--- config.mk ---
export PLATFORM = sky130hd
export DESIGN_NAME = advert_uuid_name_filter
export DESIGN_NICKNAME = d
export VERILOG_FILES = /design/src/hdl/auf_pkg.sv /design/src/hdl/auf_front.sv /design/src/hdl/auf_walker.sv /design/src/hdl/auf_back.sv /design/src/hdl/advert_uuid_name_filter.sv
export SDC_FILE = /design/constraint.sdc
export NUM_CORES = 1
export LEC_CHECK = 0
export BUFFER_PORTS_ARGS = -buffer_cell sky130_fd_sc_hd__clkbuf_2
export CELL_PAD_IN_SITES_DETAIL_PLACEMENT = 2
export CELL_PAD_IN_SITES_GLOBAL_PLACEMENT = 2
export CORE_UTILIZATION = 44
export DETAILED_ROUTE_END_ITERATION = 8
export PLACE_DENSITY = 0.93
export SLEW_MARGIN = 20
export SYNTH_ARGS = -nofsm -noshare
export SYNTH_HDL_FRONTEND = slang
export SYNTH_SLANG_ARGS = --single-unit
--- constraint.sdc ---
create_clock -name i_clk -period 11.2 [get_ports i_clk]
set_input_delay 0.56 -clock i_clk [delete_from_list [all_inputs] [get_ports i_clk]]
set_output_delay 0.56 -clock i_clk [all_outputs]
set_load 0.005 [all_outputs]
--- src/hdl/auf_pkg.sv ---
// ----------------------------------------------------------------------------
// auf_pkg
// Shared types and constants for the advertising record filter.
// ----------------------------------------------------------------------------
package auf_pkg;

    localparam int unsigned NameMax = 16;

    typedef enum logic [1:0] {
        CFG_TARGET_UUID = 2'd0,
        CFG_NAME_LOW    = 2'd1,
        CFG_NAME_HIGH   = 2'd2,
        CFG_NAME_LENGTH = 2'd3
    } t_cfg_index;

    localparam logic [7:0] TYPE_UUID_A = 8'h02;
    localparam logic [7:0] TYPE_UUID_B = 8'h03;
    localparam logic [7:0] TYPE_UUID_C = 8'h05;
    localparam logic [7:0] TYPE_UUID_D = 8'h07;
    localparam logic [7:0] TYPE_SVC_DATA = 8'h16;
    localparam logic [15:0] UUID_RESET = 16'hABCD;

    typedef struct packed {
        logic [7:0] data_byte;
        logic       in_record;
        logic [7:0] pos;
        logic       last_byte;
        logic [8:0] room;
    } t_item;

    function automatic logic is_uuid_type(input logic [7:0] t);
        is_uuid_type = (t == TYPE_UUID_A) || (t == TYPE_UUID_B) || (t == TYPE_UUID_C)
            || (t == TYPE_UUID_D) || (t == TYPE_SVC_DATA);
    endfunction

endpackage

--- src/hdl/auf_front.sv ---
// ----------------------------------------------------------------------------
// auf_front
// Tracks byte position, classifies each item against the record length and
// pushes it into a two-entry queue.
// ----------------------------------------------------------------------------
module auf_front (
    input  logic               i_clk,
    input  logic               i_rst_n,
    input  logic               i_valid,
    output logic               o_ready,
    input  logic [7:0]         i_data_byte,
    input  logic [7:0]         i_record_len,
    input  logic               i_last_byte,
    output logic               o_q_valid,
    input  logic               i_q_ready,
    output auf_pkg::t_item     o_q_item
);
    logic [7:0]     r_pos;
    auf_pkg::t_item r_q [2];
    logic           r_rd;
    logic           r_wr;
    logic [1:0]     r_cnt;
    logic           w_push;
    logic           w_pop;
    auf_pkg::t_item w_item;

    assign o_ready   = (r_cnt != 2'd2);
    assign w_push    = i_valid && o_ready;
    assign o_q_valid = (r_cnt != 2'd0);
    assign w_pop     = o_q_valid && i_q_ready;
    assign o_q_item  = r_q[r_rd];

    always_comb begin
        w_item.data_byte  = i_data_byte;
        w_item.in_record  = (r_pos < i_record_len);
        w_item.pos        = r_pos;
        w_item.last_byte  = i_last_byte;
        // bytes left after this one
        w_item.room = {1'b0, i_record_len} - {1'b0, r_pos} - 9'd1;
    end

    always_ff @(posedge i_clk) begin
        if (w_push) begin
            r_q[r_wr] <= w_item;
        end
        if (!i_rst_n) begin
            r_pos <= '0;
            r_rd  <= 1'b0;
            r_wr  <= 1'b0;
            r_cnt <= '0;
        end else begin
            if (w_push) begin
                r_wr <= ~r_wr;
                if (i_last_byte) begin
                    r_pos <= '0;
                end else if (r_pos != 8'hFF) begin
                    r_pos <= r_pos + 8'd1;
                end
            end
            if (w_pop) begin
                r_rd <= ~r_rd;
            end
            r_cnt <= r_cnt + {1'b0, w_push} - {1'b0, w_pop};
        end
    end

    a_cnt_range: assert property (@(posedge i_clk) disable iff (!i_rst_n)
        r_cnt <= 2'd2) else $error("queue count overflow");
    a_no_push_full: assert property (@(posedge i_clk) disable iff (!i_rst_n)
        (r_cnt == 2'd2) |-> !w_push) else $error("push into full queue");
    a_pos_reset: assert property (@(posedge i_clk) disable iff (!i_rst_n)
        (w_push && i_last_byte) |=> (r_pos == 8'd0)) else $error("position not cleared");
endmodule

--- src/hdl/auf_walker.sv ---
// ----------------------------------------------------------------------------
// auf_walker
// One field walker: type-length or length-type order, UUID pair compare.
// ----------------------------------------------------------------------------
module auf_walker #(
    parameter bit LenFirst = 1'b0
) (
    input  logic       i_clk,
    input  logic       i_rst_n,
    input  logic       i_step,
    input  logic       i_clear,
    input  logic [7:0] i_byte,
    input  logic [8:0] i_room,
    input  logic [15:0] i_target,
    output logic       o_hit
);
    typedef enum logic [1:0] {PH_FIRST, PH_SECOND, PH_VALUE} t_phase;

    t_phase     r_phase;
    logic [7:0] r_rem;
    logic       r_uuid;
    logic [8:0] r_pend;
    logic       r_stop;
    logic       w_bad;

    assign w_bad = (i_byte == 8'd0) || ({1'b0, i_byte} > i_room);

    always_comb begin
        o_hit = 1'b0;
        if (i_step && !r_stop && r_phase == PH_VALUE && r_uuid && r_pend[8]
            && {i_byte, r_pend[7:0]} == i_target) begin
            o_hit = 1'b1;
        end
    end

    always_ff @(posedge i_clk) begin
        if (!i_rst_n || i_clear) begin
            r_phase <= PH_FIRST;
            r_rem   <= '0;
            r_uuid  <= 1'b0;
            r_pend  <= '0;
            r_stop  <= 1'b0;
        end else if (i_step && !r_stop) begin
            case (r_phase)
                PH_FIRST: begin
                    if (LenFirst) begin
                        if (w_bad) begin
                            r_stop <= 1'b1;
                        end else begin
                            r_rem   <= i_byte - 8'd1;
                            r_phase <= PH_SECOND;
                        end
                    end else begin
                        r_uuid  <= auf_pkg::is_uuid_type(i_byte);
                        r_phase <= PH_SECOND;
                    end
                end
                PH_SECOND: begin
                    if (LenFirst) begin
                        r_uuid  <= auf_pkg::is_uuid_type(i_byte);
                        r_pend  <= '0;
                        r_phase <= (r_rem == 8'd0) ? PH_FIRST : PH_VALUE;
                    end else if (w_bad) begin
                        r_stop <= 1'b1;
                    end else begin
                        r_rem   <= i_byte;
                        r_pend  <= '0;
                        r_phase <= PH_VALUE;
                    end
                end
                default: begin
                    if (r_uuid) begin
                        r_pend <= r_pend[8] ? 9'd0 : {1'b1, i_byte};
                    end
                    r_rem <= r_rem - 8'd1;
                    if (r_rem == 8'd1) begin
                        r_pend  <= '0;
                        r_phase <= PH_FIRST;
                    end
                end
            endcase
        end
    end

    a_stop_holds: assert property (@(posedge i_clk) disable iff (!i_rst_n)
        (r_stop && !i_clear) |=> r_stop) else $error("walker restarted");
    a_value_rem: assert property (@(posedge i_clk) disable iff (!i_rst_n)
        (r_phase == PH_VALUE) |-> (r_rem != 8'd0)) else $error("empty value phase");
    a_hit_uuid: assert property (@(posedge i_clk) disable iff (!i_rst_n)
        o_hit |-> r_uuid) else $error("hit outside uuid field");
endmodule

--- src/hdl/auf_back.sv ---
// ----------------------------------------------------------------------------
// auf_back
// Runs both walkers and the name window on queued items; holds one result.
// ----------------------------------------------------------------------------
module auf_back #(
    parameter int unsigned MaxNameBytes = 16
) (
    input  logic           i_clk,
    input  logic           i_rst_n,
    input  logic           i_q_valid,
    output logic           o_q_ready,
    input  auf_pkg::t_item i_q_item,
    input  logic [15:0]    i_target,
    input  logic [127:0]   i_name,
    input  logic [4:0]     i_name_len,
    output logic           o_valid,
    input  logic           i_ready,
    output logic           o_uuid_found,
    output logic           o_name_found,
    output logic           o_accept
);
    localparam int unsigned LenW = $clog2(MaxNameBytes + 1);
    localparam int unsigned WinN = (MaxNameBytes < auf_pkg::NameMax) ? MaxNameBytes
                                                                      : auf_pkg::NameMax;

    logic [7:0]      r_win [MaxNameBytes];
    logic            r_uuid_flag;
    logic            r_name_flag;
    logic            r_valid;
    logic            r_res_uuid;
    logic            r_res_name;
    logic            w_take;
    logic            w_step;
    logic            w_clear;
    logic            w_hit_tl;
    logic            w_hit_lt;
    logic            w_name_hit;
    logic [LenW-1:0] w_len;
    logic [7:0]      w_win [MaxNameBytes];

    // only a last byte needs the result register free
    assign o_q_ready = !r_valid || i_ready || !i_q_item.last_byte;
    assign w_take    = i_q_valid && o_q_ready;
    assign w_step    = w_take && i_q_item.in_record;
    assign w_clear   = w_take && i_q_item.last_byte;

    auf_walker #(.LenFirst(1'b0)) u_tl (
        .i_clk(i_clk), .i_rst_n(i_rst_n), .i_step(w_step), .i_clear(w_clear),
        .i_byte(i_q_item.data_byte), .i_room(i_q_item.room), .i_target(i_target),
        .o_hit(w_hit_tl)
    );
    auf_walker #(.LenFirst(1'b1)) u_lt (
        .i_clk(i_clk), .i_rst_n(i_rst_n), .i_step(w_step), .i_clear(w_clear),
        .i_byte(i_q_item.data_byte), .i_room(i_q_item.room), .i_target(i_target),
        .o_hit(w_hit_lt)
    );

    always_comb begin
        if ({1'b0, i_name_len} > 6'(MaxNameBytes)) begin
            w_len = LenW'(MaxNameBytes);
        end else begin
            w_len = LenW'(i_name_len);
        end
        w_win[0] = i_q_item.data_byte;
        for (int k = 1; k < MaxNameBytes; k++) begin
            w_win[k] = r_win[k-1];
        end
        w_name_hit = (w_len != '0) && ({1'b0, i_q_item.pos} + 9'd1 >= 9'(w_len));
        for (int i = 0; i < MaxNameBytes; i++) begin
            if (i < int'(w_len)) begin
                if (i >= WinN) begin
                    if (w_win[int'(w_len) - 1 - i] != 8'd0) w_name_hit = 1'b0;
                end else if (w_win[int'(w_len) - 1 - i] != i_name[i*8 +: 8]) begin
                    w_name_hit = 1'b0;
                end
            end
        end
    end

    always_ff @(posedge i_clk) begin
        if (!i_rst_n || w_clear) begin
            for (int k = 0; k < MaxNameBytes; k++) begin
                r_win[k] <= '0;
            end
        end else if (w_step) begin
            for (int k = 0; k < MaxNameBytes; k++) begin
                r_win[k] <= w_win[k];
            end
        end
        if (w_clear) begin
            r_res_uuid <= r_uuid_flag || (w_step && (w_hit_tl || w_hit_lt));
            r_res_name <= r_name_flag || (w_step && w_name_hit);
        end
        if (!i_rst_n) begin
            r_uuid_flag <= 1'b0;
            r_name_flag <= 1'b0;
            r_valid     <= 1'b0;
        end else begin
            if (w_clear) begin
                r_uuid_flag <= 1'b0;
                r_name_flag <= 1'b0;
            end else if (w_step) begin
                if (w_hit_tl || w_hit_lt) r_uuid_flag <= 1'b1;
                if (w_name_hit) r_name_flag <= 1'b1;
            end
            if (w_clear) begin
                r_valid <= 1'b1;
            end else if (i_ready) begin
                r_valid <= 1'b0;
            end
        end
    end

    assign o_valid      = r_valid;
    assign o_uuid_found = r_res_uuid;
    assign o_name_found = r_res_name;
    assign o_accept     = r_res_uuid || r_res_name;

    a_hold: assert property (@(posedge i_clk) disable iff (!i_rst_n)
        (r_valid && !i_ready) |=> (r_valid && $stable(r_res_uuid) && $stable(r_res_name)))
        else $error("result dropped");
    a_flags_clear: assert property (@(posedge i_clk) disable iff (!i_rst_n)
        w_clear |=> (!r_uuid_flag && !r_name_flag)) else $error("flags kept");
    a_result: assert property (@(posedge i_clk) disable iff (!i_rst_n)
        w_clear |=> r_valid) else $error("no result");
endmodule

--- src/hdl/advert_uuid_name_filter.sv ---
// ----------------------------------------------------------------------------
// advert_uuid_name_filter
// Advertising record filter: UUID search by two field walkers, name search.
// ----------------------------------------------------------------------------
// Usage:
//   Input channel (i_valid/o_ready) carries one record byte per item with the
//   record length and a last-byte flag. One result item (o_valid/i_ready)
//   is given per record, after its last byte: uuid_found, name_found, accept.
//   Config channel (i_cfg_valid/o_cfg_ready) writes registers by index:
//   0 target UUID, 1 name bytes 0-7, 2 name bytes 8-15, 3 name length.
//   Throughput: one byte per cycle while results are taken, set by the walker
//   and name window update in the back stage.
//   After the last byte is accepted it passes the queue register, then the
//   result register, which raises o_valid; the result is held until i_ready.
//   Reset clears the position, walkers, window and queue; registers return
//   to UUID 0xABCD and an empty name.
//   A stalled receiver holds the result; bytes of the next record keep
//   flowing until its last byte reaches the back stage, then the two-entry
//   queue fills and o_ready drops.
// ----------------------------------------------------------------------------
module advert_uuid_name_filter #(
    parameter int unsigned MAX_NAME_BYTES = 16
) (
    input  logic        i_clk,
    input  logic        i_rst_n,
    input  logic        i_valid,
    output logic        o_ready,
    input  logic [7:0]  i_data_byte,
    input  logic [7:0]  i_record_len,
    input  logic        i_last_byte,
    output logic        o_valid,
    input  logic        i_ready,
    output logic        o_uuid_found,
    output logic        o_name_found,
    output logic        o_accept,
    input  logic        i_cfg_valid,
    output logic        o_cfg_ready,
    input  logic [1:0]  i_cfg_index,
    input  logic [63:0] i_cfg_data
);
    logic [15:0]    r_target;
    logic [127:0]   r_name;
    logic [4:0]     r_name_len;
    logic           w_q_valid;
    logic           w_q_ready;
    auf_pkg::t_item w_q_item;

    assign o_cfg_ready = 1'b1;

    always_ff @(posedge i_clk) begin
        if (!i_rst_n) begin
            r_target   <= auf_pkg::UUID_RESET;
            r_name     <= '0;
            r_name_len <= '0;
        end else if (i_cfg_valid) begin
            case (auf_pkg::t_cfg_index'(i_cfg_index))
                auf_pkg::CFG_TARGET_UUID: r_target <= i_cfg_data[15:0];
                auf_pkg::CFG_NAME_LOW:    r_name[63:0] <= i_cfg_data;
                auf_pkg::CFG_NAME_HIGH:   r_name[127:64] <= i_cfg_data;
                auf_pkg::CFG_NAME_LENGTH: r_name_len <= i_cfg_data[4:0];
                default: ;
            endcase
        end
    end

    auf_front u_front (
        .i_clk(i_clk), .i_rst_n(i_rst_n), .i_valid(i_valid), .o_ready(o_ready),
        .i_data_byte(i_data_byte), .i_record_len(i_record_len),
        .i_last_byte(i_last_byte), .o_q_valid(w_q_valid), .i_q_ready(w_q_ready),
        .o_q_item(w_q_item)
    );

    auf_back #(.MaxNameBytes(MAX_NAME_BYTES)) u_back (
        .i_clk(i_clk), .i_rst_n(i_rst_n), .i_q_valid(w_q_valid),
        .o_q_ready(w_q_ready), .i_q_item(w_q_item), .i_target(r_target),
        .i_name(r_name), .i_name_len(r_name_len), .o_valid(o_valid),
        .i_ready(i_ready), .o_uuid_found(o_uuid_found),
        .o_name_found(o_name_found), .o_accept(o_accept)
    );

    a_accept_or: assert property (@(posedge i_clk) disable iff (!i_rst_n)
        o_valid |-> (o_accept == (o_uuid_found || o_name_found)))
        else $error("accept mismatch");
    a_cfg_ready: assert property (@(posedge i_clk) disable iff (!i_rst_n)
        o_cfg_ready) else $error("config stalled");
    a_reset_uuid: assert property (@(posedge i_clk)
        !i_rst_n |=> (r_target == auf_pkg::UUID_RESET)) else $error("uuid reset");
endmodule
==> reports/qor.txt, run 1 <==
Nets: 2778
Yosys top cell by area: edfxtp_1
Worst hold stages: 1
Vias in the first global route: 25197
Synth async-reset ratio: 0
Cell count after synthesis: 2623
Number of buffers added on ports: 92
Clk_lat worst skew: 640 ps
CTS H-tree lvls: 2
DRT Wirelength: 117 mm
Largest family of logic cells by synthesized area: multiplexers
Worst R2R End: u_back.o_name_found
Arrival time worst endpoint: 7560 ps
Worst slew pin tran: 1280 ps
Clock Root Buffer: clkbuf_16
Highest Clock Rate: 141 MHz
Tot GR Track Use: 0.393
Area fraction of the dominant cell type after synthesis: 0.207
Avg WL per Cell: 34.1 um
Clock transition at path regs: 70 ps
Status: finished clean
Sw Share: 0.457
# Post-CTS Setup Buffers: 0
Net Switching: 3.29 mW
Area growth, synth to finish: 10.8%
Gate power share: 0.451
Seq cells post-synth: 383
Die W: 243 um
Netlist Area Pre-Place: 0.0255 sq mm
WP data required: 11670 ps
Pwr dens: 254 mW/mm^2
Synth Area in Adders: 0.0258
Slew HR: 0.119
HPWL after detailed placement: 80.9 mm
Crit path max fanout: 46
Min Tclk post-route: 7100 ps
Top-Level Pins: 94
Hold buffer count at cts: 0
Most frequent cell after synthesis: nand2_1
Yosys cell types: 84
DR vias: 23163
Sequential element share of the synthesized area: 0.369
Sequential power share: 0.323
Num rows: 87
Reg2reg setup slack: 4100 ps
Router iterations before antenna repair: 5
Period utilization: 0.634
CTS tree: done
Die height: 243 um
CP startpoint kind: flop
Most frequent cells after synthesis: nand2_1 (419), mux2i_1 (282), dfxtp_1 (207)
Cts repair resizes: 0
Largest net degree at the start of global routing: 126
HP Start: i_data_byte[7]
# clock sinks: 383
Compound-Gate Fraction of Synth Area: 0.133
CP endpoint kind: flop
Vias/cell: 6.75
First-pass GRT wire length: 172 mm
Final hold vios: 0
Routability cong.: 1.00
Die area: 0.0590 sq mm
Placed Area: 0.0266 sq mm
Inserted Clock Buffers: 46
Max cap viols: 0
Ys Warns: 0
VDD IR max: 0.000165 V
P_leak: 11.0 nW
Max-slew violation count: 0
Syn_nets: 2763
# setup viols final: 0
Clock Skews: 41.3 ps
Layout cells sized above 1: 0.143
Simple-gate share of the synthesized area: 0.158
Overflow after GRT: 0
Initial antenna violation count: 3
Crit Path Category: reg2reg
RSZ-0062 raised after global routing: false
DRC errors left: 0
P_int: 3.91 mW
Worst r2r path cells: 20
Post-DRT Antenna Nets: 0
Post-synthesis mux area share: 0.196
Primary FF master, synth: dfxtp_1
Clock Power Share: 0.226
Post-layout instance area: 0.0283 sq mm
CTS Buffer Depth: 3
RR Startpoint: r_name_len[4]
Main area contributors after synthesis: edfxtp_1 (21%), dfxtp_1 (16%), mux2i_1 (11%)
Hold Path Sink: u_front.r_q[0][26]
Initial Utilization: 0.449
Worst Hold Class: in2reg
Post-synth EDFFs: 176
Xor-xnor portion of the synthesized cell area: 0.0773
DR iter-0 viols: 2380
Post-Syn Area per Cell: 9.73 sq um
Setup TNS: 0 ps
Core ar.: 0.0568 sq mm
[cell type report]
class | instances | area [sq um]
diodes | 1 | 2.50
fillers | 5857 | 28500
clock buffers | 63 | 1360
inverters | 52 | 200
well taps | 756 | 946
multi-input cells | 2007 | 15200
clock inverters | 23 | 251
repair buffers | 148 | 888
flip-flops and latches | 383 | 9430
[sequential cells by signal, summed over array words and instances, names as in the netlist, 2 cells and up, named ones only]
register and count:
r_name 128, u_back.r_win 120, u_front.r_q 54, r_target 16
u_back.u_lt.r_pend 9, u_back.u_tl.r_pend 9, u_back.u_lt.r_rem 8, u_back.u_tl.r_rem 8
u_front.r_pos 8, r_name_len 5, u_back.u_lt.r_phase 2, u_back.u_tl.r_phase 2
u_front.r_cnt 2
[cells by family (layout without fill, tap and decap cells)]
kind of cell | count (synthesis) | after routing
buffers and inverters | 233 | 286
AO/OA/AOI/OAI | 483 | 483
adder cells (fa/ha/maj) | 52 | 52
other | 1 | 2
AND/OR/NAND/NOR | 868 | 868
flip-flops | 383 | 383
XOR/XNOR | 216 | 216
multiplexers | 387 | 387
[routing by layer]
| layer | routed length, um | share of wire | vias up | global-route usage |
|---|---|---|---|---|
| met5 | 15 | 0.00013 | - | 0 |
| met4 | 9190 | 0.079 | 2 | 0.268 |
| met3 | 10400 | 0.089 | 449 | 0.0822 |
| met2 | 55900 | 0.48 | 1325 | 0.658 |
| met1 | 41400 | 0.35 | 11817 | 0.449 |
| li1 | - | - | 9570 | - |
[worst max path at each step]
stage | to | startpoint | cells past startpoint
global route | u_back.o_name_found | r_name_len[4] | 20
floorplan | u_back.o_name_found | r_name_len[4] | 22
detailed placement | u_back.o_name_found | r_name_len[4] | 20
CTS | u_back.o_name_found | r_name_len[4] | 20
global placement | u_back.o_name_found | r_name_len[4] | 20
finish | u_back.o_name_found | r_name_len[4] | 20
[power by group through the flow]
stage	Combinational (mW)	Sequential [mW]	Clock, mW
after CTS	3.13	2.28	1.64
final	3.24	2.32	1.63
after global placement	2.82	2.25	0
after global routing	3.35	2.32	1.69
after floorplan	2.00	2.05	0
after detailed placement	3.04	2.29	0
[through the flow]
step / cells / hold WS [ps] / total power, mW / utilization / setup slack, ps
after floorplan: 2623 / 440 / 4.05 / - / 5680
after global placement: 3345 / 458 / 5.07 / 0.469 / 4580
after detailed placement: 3345 / 477 / 5.33 / 0.469 / 4370
after CTS: 3431 / 107 / 7.06 / 0.497 / 4290
after global routing: 3432 / 118 / 7.36 / 0.498 / 4000
final: 3433 / 124 / 7.20 / 0.498 / 4100
[worst max-delay path, stage by stage (launching register included)]
cell and delay, ps:
dfxtp_1 390, buf_4 330, nor2b_4 170, buf_4 630
inv_4 330, ha_1 420, xnor2_4 180, buf_4 370
ha_1 310, buf_4 260, inv_2 400, mux4_2 600
mux2i_1 180, xnor2_1 140, o2111ai_1 120, nor4b_1 880
nand4_1 200, nor3_1 250, o211ai_1 140, nor4_2 400
a21o_1 170
[cell usage in the layout, fill, tap and decap left out, drive strengths merged, types with 15 or more instances in the layout]
master	netlist	routed
nand2	419	419
mux2i	288	288
dfxtp	207	207
edfxtp	176	176
clkbuf	120	154
a21boi	136	136
xnor2	135	135
nor2	113	113
mux4	85	85
xor2	81	81
a21oi	73	73
and3	73	73
nor3	61	61
buf	61	57
o21ai	57	57
inv	47	54
ha	51	51
and2	49	49
nand3	42	42
a22oi	30	30
nor2b	25	25
o22ai	24	24
nor4	22	22
a211oi	21	21
nand4	19	19
o211ai	16	16
clkinv	5	16
a31oi	15	15
Power figures use the tool's default switching activity.
==> inputs of run 2 (changes only) <==
--- a/config.mk
+++ b/config.mk
@@ -8,9 +8,9 @@
 export BUFFER_PORTS_ARGS = -buffer_cell sky130_fd_sc_hd__clkbuf_2
 export CELL_PAD_IN_SITES_DETAIL_PLACEMENT = 2
 export CELL_PAD_IN_SITES_GLOBAL_PLACEMENT = 2
-export CORE_UTILIZATION = 44
+export CORE_UTILIZATION = 41
 export DETAILED_ROUTE_END_ITERATION = 8
-export PLACE_DENSITY = 0.93
+export PLACE_DENSITY = 0.88
 export SLEW_MARGIN = 20
 export SYNTH_ARGS = -nofsm -noshare
 export SYNTH_HDL_FRONTEND = slang
==> constraint.sdc (replaced) <==
create_clock -name i_clk -period 7.2 [get_ports i_clk]
set_input_delay 0.36 -clock i_clk [delete_from_list [all_inputs] [get_ports i_clk]]
set_output_delay 0.36 -clock i_clk [all_outputs]
set_load 0.005 [all_outputs]
==> reports/qor.txt, run 2 (synthesis results as in run 1) <==
Status: finished clean
Placed Area: 0.0268 sq mm (+0.67%)
Clock Root Buffer: clkbuf_16
Routability cong.: 1.03 (+2.9%)
DR vias: 22742 (-1.8%)
Crit Path Category: reg2reg
Tot GR Track Use: 0.358 (-0.0344)
Vias in the first global route: 24362 (-3.3%)
Crit path max fanout: 30 (-35%)
DRC errors left: 0 (unchanged)
Commonest non-fill, non-tap cell in the layout: nand2_1
Core ar.: 0.0616 sq mm (+8.4%)
Post-layout instance area: 0.0285 sq mm (+0.74%)
WP data required: 7690 ps (-3980 ps)
CTS Buffer Depth: 3 (unchanged)
Initial Utilization: 0.414 (-0.0348)
Post-DRT Antenna Nets: 0 (unchanged)
Die area: 0.0633 sq mm (+7.3%)
Initial antenna violation count: 2 (-1)
First-pass GRT wire length: 167 mm (-3.1%)
RSZ-0062 raised after global routing: false
Arrival time worst endpoint: 6580 ps (-980 ps)
CTS tree: done
Vias/cell: 6.44 (-4.5%)
Max cap viols: 0 (unchanged)
# clock sinks: 383 (unchanged)
Die height: 252 um (+3.6%)
CP endpoint kind: flop
P_leak: 11.1 nW (+0.31%)
Num rows: 91 (+4.6%)
Critical path origin: r_name_len[4]
Crit path to: u_back.o_name_found
Top-Level Pins: 94 (unchanged)
DRT Wirelength: 114 mm (-2.4%)
Setup TNS: 0 ps (unchanged)
# setup viols final: 0 (unchanged)
Layout cells sized above 1: 0.142 (-0.00144)
Reg2reg setup slack: 1110 ps (-2990 ps)
Nets: 2795 (+0.61%)
VDD IR max: 0.000215 V (+31%)
DR iter-0 viols: 2200 (-7.6%)
# Post-CTS Setup Buffers: 0 (unchanged)
Avg WL per Cell: 32.3 um (-5.1%)
CP startpoint kind: flop
Min Tclk post-route: 6090 ps (-1010 ps)
Clock Skews: 20.8 ps (-20.5 ps)
RR Startpoint: r_name_len[4]
Inserted Clock Buffers: 46 (unchanged)
Final hold vios: 0 (unchanged)
Highest Clock Rate: 164 MHz (+17%)
Area growth, synth to finish: 11.6%
Worst Hold Class: in2reg
Worst r2r path cells: 17 (-15%)
CTS H-tree lvls: 2 (unchanged)
Period utilization: 0.846 (+0.212)
Worst slew pin tran: 1240 ps (-46.1 ps)
Top flop regs: r_name (128), u_back.r_win (120), u_front.r_q (54)
HPWL after detailed placement: 80.7 mm (-0.27%)
Pwr dens: 382 mW/mm^2 (+50%)
Overflow after GRT: 0 (unchanged)
HP Start: i_cfg_data[35]
Hold_ws: 21.7 ps (-103 ps)
Most frequent cells in the layout: nand2_1 (418), mux2i_1 (282), dfxtp_1 (205)
Clk_lat worst skew: 610 ps (-30 ps)
FILL cells: 6397 (+9.2%)
Number of buffers added on ports: 92 (unchanged)
Largest Register: r_name
Largest net degree at the start of global routing: 86 (-32%)
Die W: 252 um (+3.6%)
Max reg flops: 128 (unchanged)
Worst R2R End: u_back.o_name_found
Clock transition at path regs: 70 ps (about the same)
Router iterations before antenna repair: 6 (+1)
Slew HR: 0.171 (+0.0522)
Max-slew violation count: 0 (unchanged)
==> run 2: critical path: stages (launching register included) <==
cell and delay (ps):
dfxtp_1 880, nor2b_4 70, clkinv_1 130, buf_4 510, ha_1 280, xnor2_1 250
xnor2_4 780, buf_4 390, nor3_1 70, a211oi_1 820, xor2_1 210, nand3_1 90
o31ai_1 120, a32oi_1 290, a2111oi_2 340, o211ai_1 150, nor4_2 390, a21o_1 170
==> run 2: cell type report <==
| class | instances | area, sq um | share of cell area |
|---|---|---|---|
| multi-input cells | 2007 | 15200 | 0.534 |
| inverters | 52 | 200 | 0.00703 |
| repair buffers | 165 | 1090 | 0.0382 |
| clock buffers | 66 | 1360 | 0.0477 |
| diodes | 3 | 7.51 | 0.000263 |
| flip-flops and latches | 383 | 9430 | 0.331 |
| clock inverters | 16 | 136 | 0.00479 |
| well taps | 837 | 1050 | 0.0368 |
==> run 2: per-layer routing <==
layer	up-vias	track usage	share of wire
li1	9608	-	-
met1	11693	0.417	0.37
met2	1098	0.599	0.48
met3	339	0.0796	0.081
met4	4	0.222	0.068
met5	-	0	0.00024
==> run 2: timing repair <==
item | in CTS | in global routing
hold endpoints to repair | 26 | 0
hold buffers | 15 | 0
setup endpoints to repair | 0 | 0
resized for setup | 0 | 0
==> run 2: report_power, final <==
| group | switching, mW | total, mW | internal (mW) |
|---|---|---|---|
| logic | 3.17 | 4.94 | 1.77 |
| registers | 0.714 | 3.55 | 2.84 |
| clock network | 1.04 | 2.39 | 1.35 |
| total | 4.92 | 10.9 | 5.96 |
==> run 2: per-stage QoR <==
stage	cells	power (mW)	util	worst slack, ps
after floorplan	2623	6.29	-	1680
after global placement	3427	7.90	0.434	994
after detailed placement	3429	8.21	0.435	1280
after CTS	3526	10.7	0.462	1240
after global routing	3526	11.2	0.462	957
final	3529	10.9	0.463	1110
==> run 2: worst min path at each step <==
stage	to	slack, ps	cells past startpoint
final	r_name[35]	20	3
after global routing	r_name[32]	30	3
after CTS	r_name[32]	3	3
after detailed placement	r_name[79]	480	2
after global placement	u_back.u_tl.r_pend[8]	460	1
after floorplan	u_back.u_tl.r_pend[8]	440	1
==> inputs of run 3 (changes only) <==
--- a/config.mk
+++ b/config.mk
@@ -5,12 +5,13 @@
 export SDC_FILE = /design/constraint.sdc
 export NUM_CORES = 1
 export LEC_CHECK = 0
+export ABC_AREA = 1
 export BUFFER_PORTS_ARGS = -buffer_cell sky130_fd_sc_hd__clkbuf_2
 export CELL_PAD_IN_SITES_DETAIL_PLACEMENT = 2
 export CELL_PAD_IN_SITES_GLOBAL_PLACEMENT = 2
-export CORE_UTILIZATION = 41
+export CORE_UTILIZATION = 32
 export DETAILED_ROUTE_END_ITERATION = 8
-export PLACE_DENSITY = 0.88
+export PLACE_DENSITY = 0.84
 export SLEW_MARGIN = 20
 export SYNTH_ARGS = -nofsm -noshare
 export SYNTH_HDL_FRONTEND = slang
==> constraint.sdc (replaced) <==
create_clock -name i_clk -period 5.1 [get_ports i_clk]
set_input_delay 0.255 -clock i_clk [delete_from_list [all_inputs] [get_ports i_clk]]
set_output_delay 0.255 -clock i_clk [all_outputs]
set_load 0.005 [all_outputs]
==> reports/qor.txt, run 3 <==
Largest Register: r_name
Final hold vios: 0 (unchanged)
Initial Utilization: 0.325 (-0.0898)
CP Buf/Inv Count: 3 (unchanged)
Die area: 0.0801 sq mm (+27%)
Most frequent cells after synthesis: nand2_1 (1119), nand3_1 (859), inv_1 (341)
Arrival time worst endpoint: 5060 ps (-1520 ps)
Placed cell count: 4828 (+41%)
Cell count after synthesis: 3823 (+46%)
Ys Warns: 0 (unchanged)
# clock sinks: 383 (unchanged)
Vias/cell: 5.68 (-12%)
Yosys top cell by area: edfxtp_1
Initial antenna violation count: 3 (+1)
Most frequent cells in the layout: nand2_1 (1114), nand3_1 (858), inv_1 (339)
Status: finished clean
Num rows: 102 (+12%)
CTS H-tree lvls: 2 (unchanged)
Crit path max fanout: 19 (-37%)
GRT met2 Usage: 0.510 (-0.0891)
CP startpoint kind: flop
Die height: 283 um (+13%)
Critical-path top delay cell: dfxtp_1
Min Tclk post-route: 4610 ps (-1480 ps)
Period utilization: 0.904 (+0.0584)
Core ar.: 0.0778 sq mm (+26%)
Vias in the first global route: 30293 (+24%)
WP data required: 5550 ps (-2140 ps)
Routability cong.: 0.969 (-5.9%)
Slew HR: 0.354 (+0.183)
DRC errors left: 0 (unchanged)
Met3 Use GR: 0.0486 (-0.0310)
Post-synth EDFFs: 176 (unchanged)
VDD IR max: 0.000304 V (+41%)
Commonest non-fill, non-tap cell in the layout: nand2_1
Yosys cell types: 53 (-37%)
Max-slew violation count: 0 (unchanged)
Main area contributors after synthesis: edfxtp_1 (21%), nand3_1 (17%), nand2_1 (17%)
CP cell instances: clkinv_1, buf_4, nand2_1, nand2_1, ha_1, nand4_1, o32ai_1, o21ai_0, nand2_1, nand3_1, a21oi_2, clkinv_1, nand2_1, a21oi_1
RSZ-0062 raised after global routing: false
Area growth, synth to finish: 15.2%
Area fraction of the dominant cell type after synthesis: 0.209 (+0.00209)
Multi-input gate area: 0.0137 sq mm (-10%)
Compound-Gate Fraction of Synth Area: 0.0863 (-0.0468)
FILL cells: 9399 (+47%)
Sequential element share of the synthesized area: 0.373 (+0.00373)
Post-synthesis mux area share: 0.00356 (-0.193)
Largest net degree at the start of global routing: 144 (+67%)
Inserted Clock Buffers: 47 (+2.2%)
Max reg flops: 128 (unchanged)
Overflow after GRT: 0 (unchanged)
Pwr dens: 551 mW/mm^2 (+44%)
Primary FF master, synth: dfxtp_1
Pre-CTS setup slack: 796 ps (-485 ps)
DRT Wirelength: 127 mm (+11%)
CTS tree: done
Clk_lat worst skew: 650 ps (+40 ps)
Router iterations before antenna repair: 5 (-1)
DR iter-0 viols: 2252 (+2.4%)
Most used cell along the critical path: nand2_1
Xor-xnor portion of the synthesized cell area: 0.0205 (-0.0568)
Reg area: 0.00943 sq mm (about the same)
Post-Syn Area per Cell: 6.61 sq um (-32%)
Die W: 283 um (+13%)
Fin worst setup slack: 489 ps (-622 ps)
Top flop regs: r_name (128), u_back.r_win (120), u_front.r_q (54)
Seq cells post-synth: 383 (unchanged)
Delay-heaviest family, CP: compound AO/OA/AOI/OAI gates
Layout cells sized above 1: 0.0736 (-0.0681)
Setup TNS: 0 ps (unchanged)
Number of buffers added on ports: 92 (unchanged)
Highest Clock Rate: 217 MHz (+32%)
Finished Layout Cells: 4981 (+41%)
Reg2reg setup slack: 490 ps (-620 ps)
Tot GR Track Use: 0.309 (-0.0488)
HPWL after detailed placement: 89.7 mm (+11%)
Crit Path Category: reg2reg
Netlist Area Pre-Place: 0.0253 sq mm (-1.0%)
Avg WL per Cell: 25.5 um (-21%)
Syn_nets: 3963 (+43%)
Simple-gate share of the synthesized area: 0.403 (+0.245)
Worst slew pin tran: 944 ps (-294 ps)
CP endpoint kind: flop
Synth async-reset ratio: 0 (unchanged)
Max cap viols: 0 (unchanged)
Largest family of logic cells by synthesized area: simple AND/OR/NAND/NOR gates
Clock Root Buffer: clkbuf_16
First-pass GRT wire length: 190 mm (+14%)
Worst Hold Class: in2reg
M1 GR Usage: 0.371 (-0.0454)
DR vias: 28292 (+24%)
P_leak: 13.2 nW (+19%)
Top-Level Pins: 94 (unchanged)
Most frequent cell after synthesis: nand2_1
CP peak stage delay: 870 ps (about the same)
Post-DRT Antenna Nets: 0 (unchanged)
CTS Buffer Depth: 3 (unchanged)
GRT Max-Usage Layer: met2
Finished Core Util: 0.374 (-0.0886)
Clock transition at path regs: 60 ps (about the same)
Synth Area in Adders: 0.0260 (+0.000260)
# setup viols final: 0 (unchanged)
Clock Skews: 27.0 ps (+6.15 ps)
Nets: 4040 (+45%)
-- run 3: changes by cell type after synthesis, moves of 96 or more --
cell and change:
nand3_1 +817, nand2_1 +700, inv_1 +302, mux2i_1 -273
nor2_1 +189, o21ai_0 +143, a21boi_0 -135, xnor2_1 -102
a21oi_1 +96
-- run 3: layout make-up --
class                   count  share of cell area
repair buffers            222              0.0578
inverters                 358              0.0462
multi-input cells        2888               0.470
flip-flops and latches    383               0.324
clock buffers              68              0.0477
clock inverters            20             0.00967
diodes                      2            0.000172
well taps                1040              0.0447
-- run 3: where the power goes --
group          internal, mW  switching (mW)  total, mW
Clock                  2.17            1.61       3.78
Combinational          2.05            5.66       7.72
Sequential             4.06           0.487       4.55
Total                  8.28            7.76       16.0
-- run 3: repair_timing --
action | 4_1_cts | 5_1_grt
buffers inserted | 0 | 0
hold endpoints to repair | 107 | 0
setup endpoints to repair | 0 | 0
hold buffers | 63 | 0
gates resized for setup | 0 | 0
-- run 3: final timing paths --
check / from / to / cells past startpoint
max: flop / u_back.u_tl.r_pend[4] / 14
max reg2reg: flop / u_back.u_tl.r_pend[4] / 14
min: i_cfg_data[15] / r_name[15] / 3
min reg2reg: r_name[126] / r_name[126] / 2
-- run 3: kinds of logic after synthesis --
logic type	Yosys count
multiplexers	9
AO/OA/AOI/OAI	412
other	1
XOR/XNOR	52
AND/OR/NAND/NOR	2362
adder cells (fa/ha/maj)	52
flip-flops	383
buffers and inverters	552
-- run 3: worst reg2reg max path: cells and delay by family, from the launching register on --
kind	cells	cell delay (ps)
AOI/OAI and AO/OA	4	1140
and+or+nand+nor	6	1060
adders and majority gates	1	570
buffers and inverters	3	790
DFF	1	870
-- run 3: through the flow --
stage | area (sq um) | power, mW | hold slack, ps
2_1_floorplan | 25300 | 9.04 | 354
3_3_place_gp | 26800 | 11.5 | 433
5_1_grt | 29100 | 16.9 | 42.2
6_report | 29100 | 16.0 | 18.9
4_1_cts | 29100 | 15.8 | 0.0466
3_5_place_dp | 26800 | 11.9 | 448
-- run 3: metal layers --
metal,vias to the layer above,part of all wire
met4,2,0.075
met3,332,0.054
met1,14282,0.41
met2,896,0.46
li1,12780,-
met5,-,0.000095
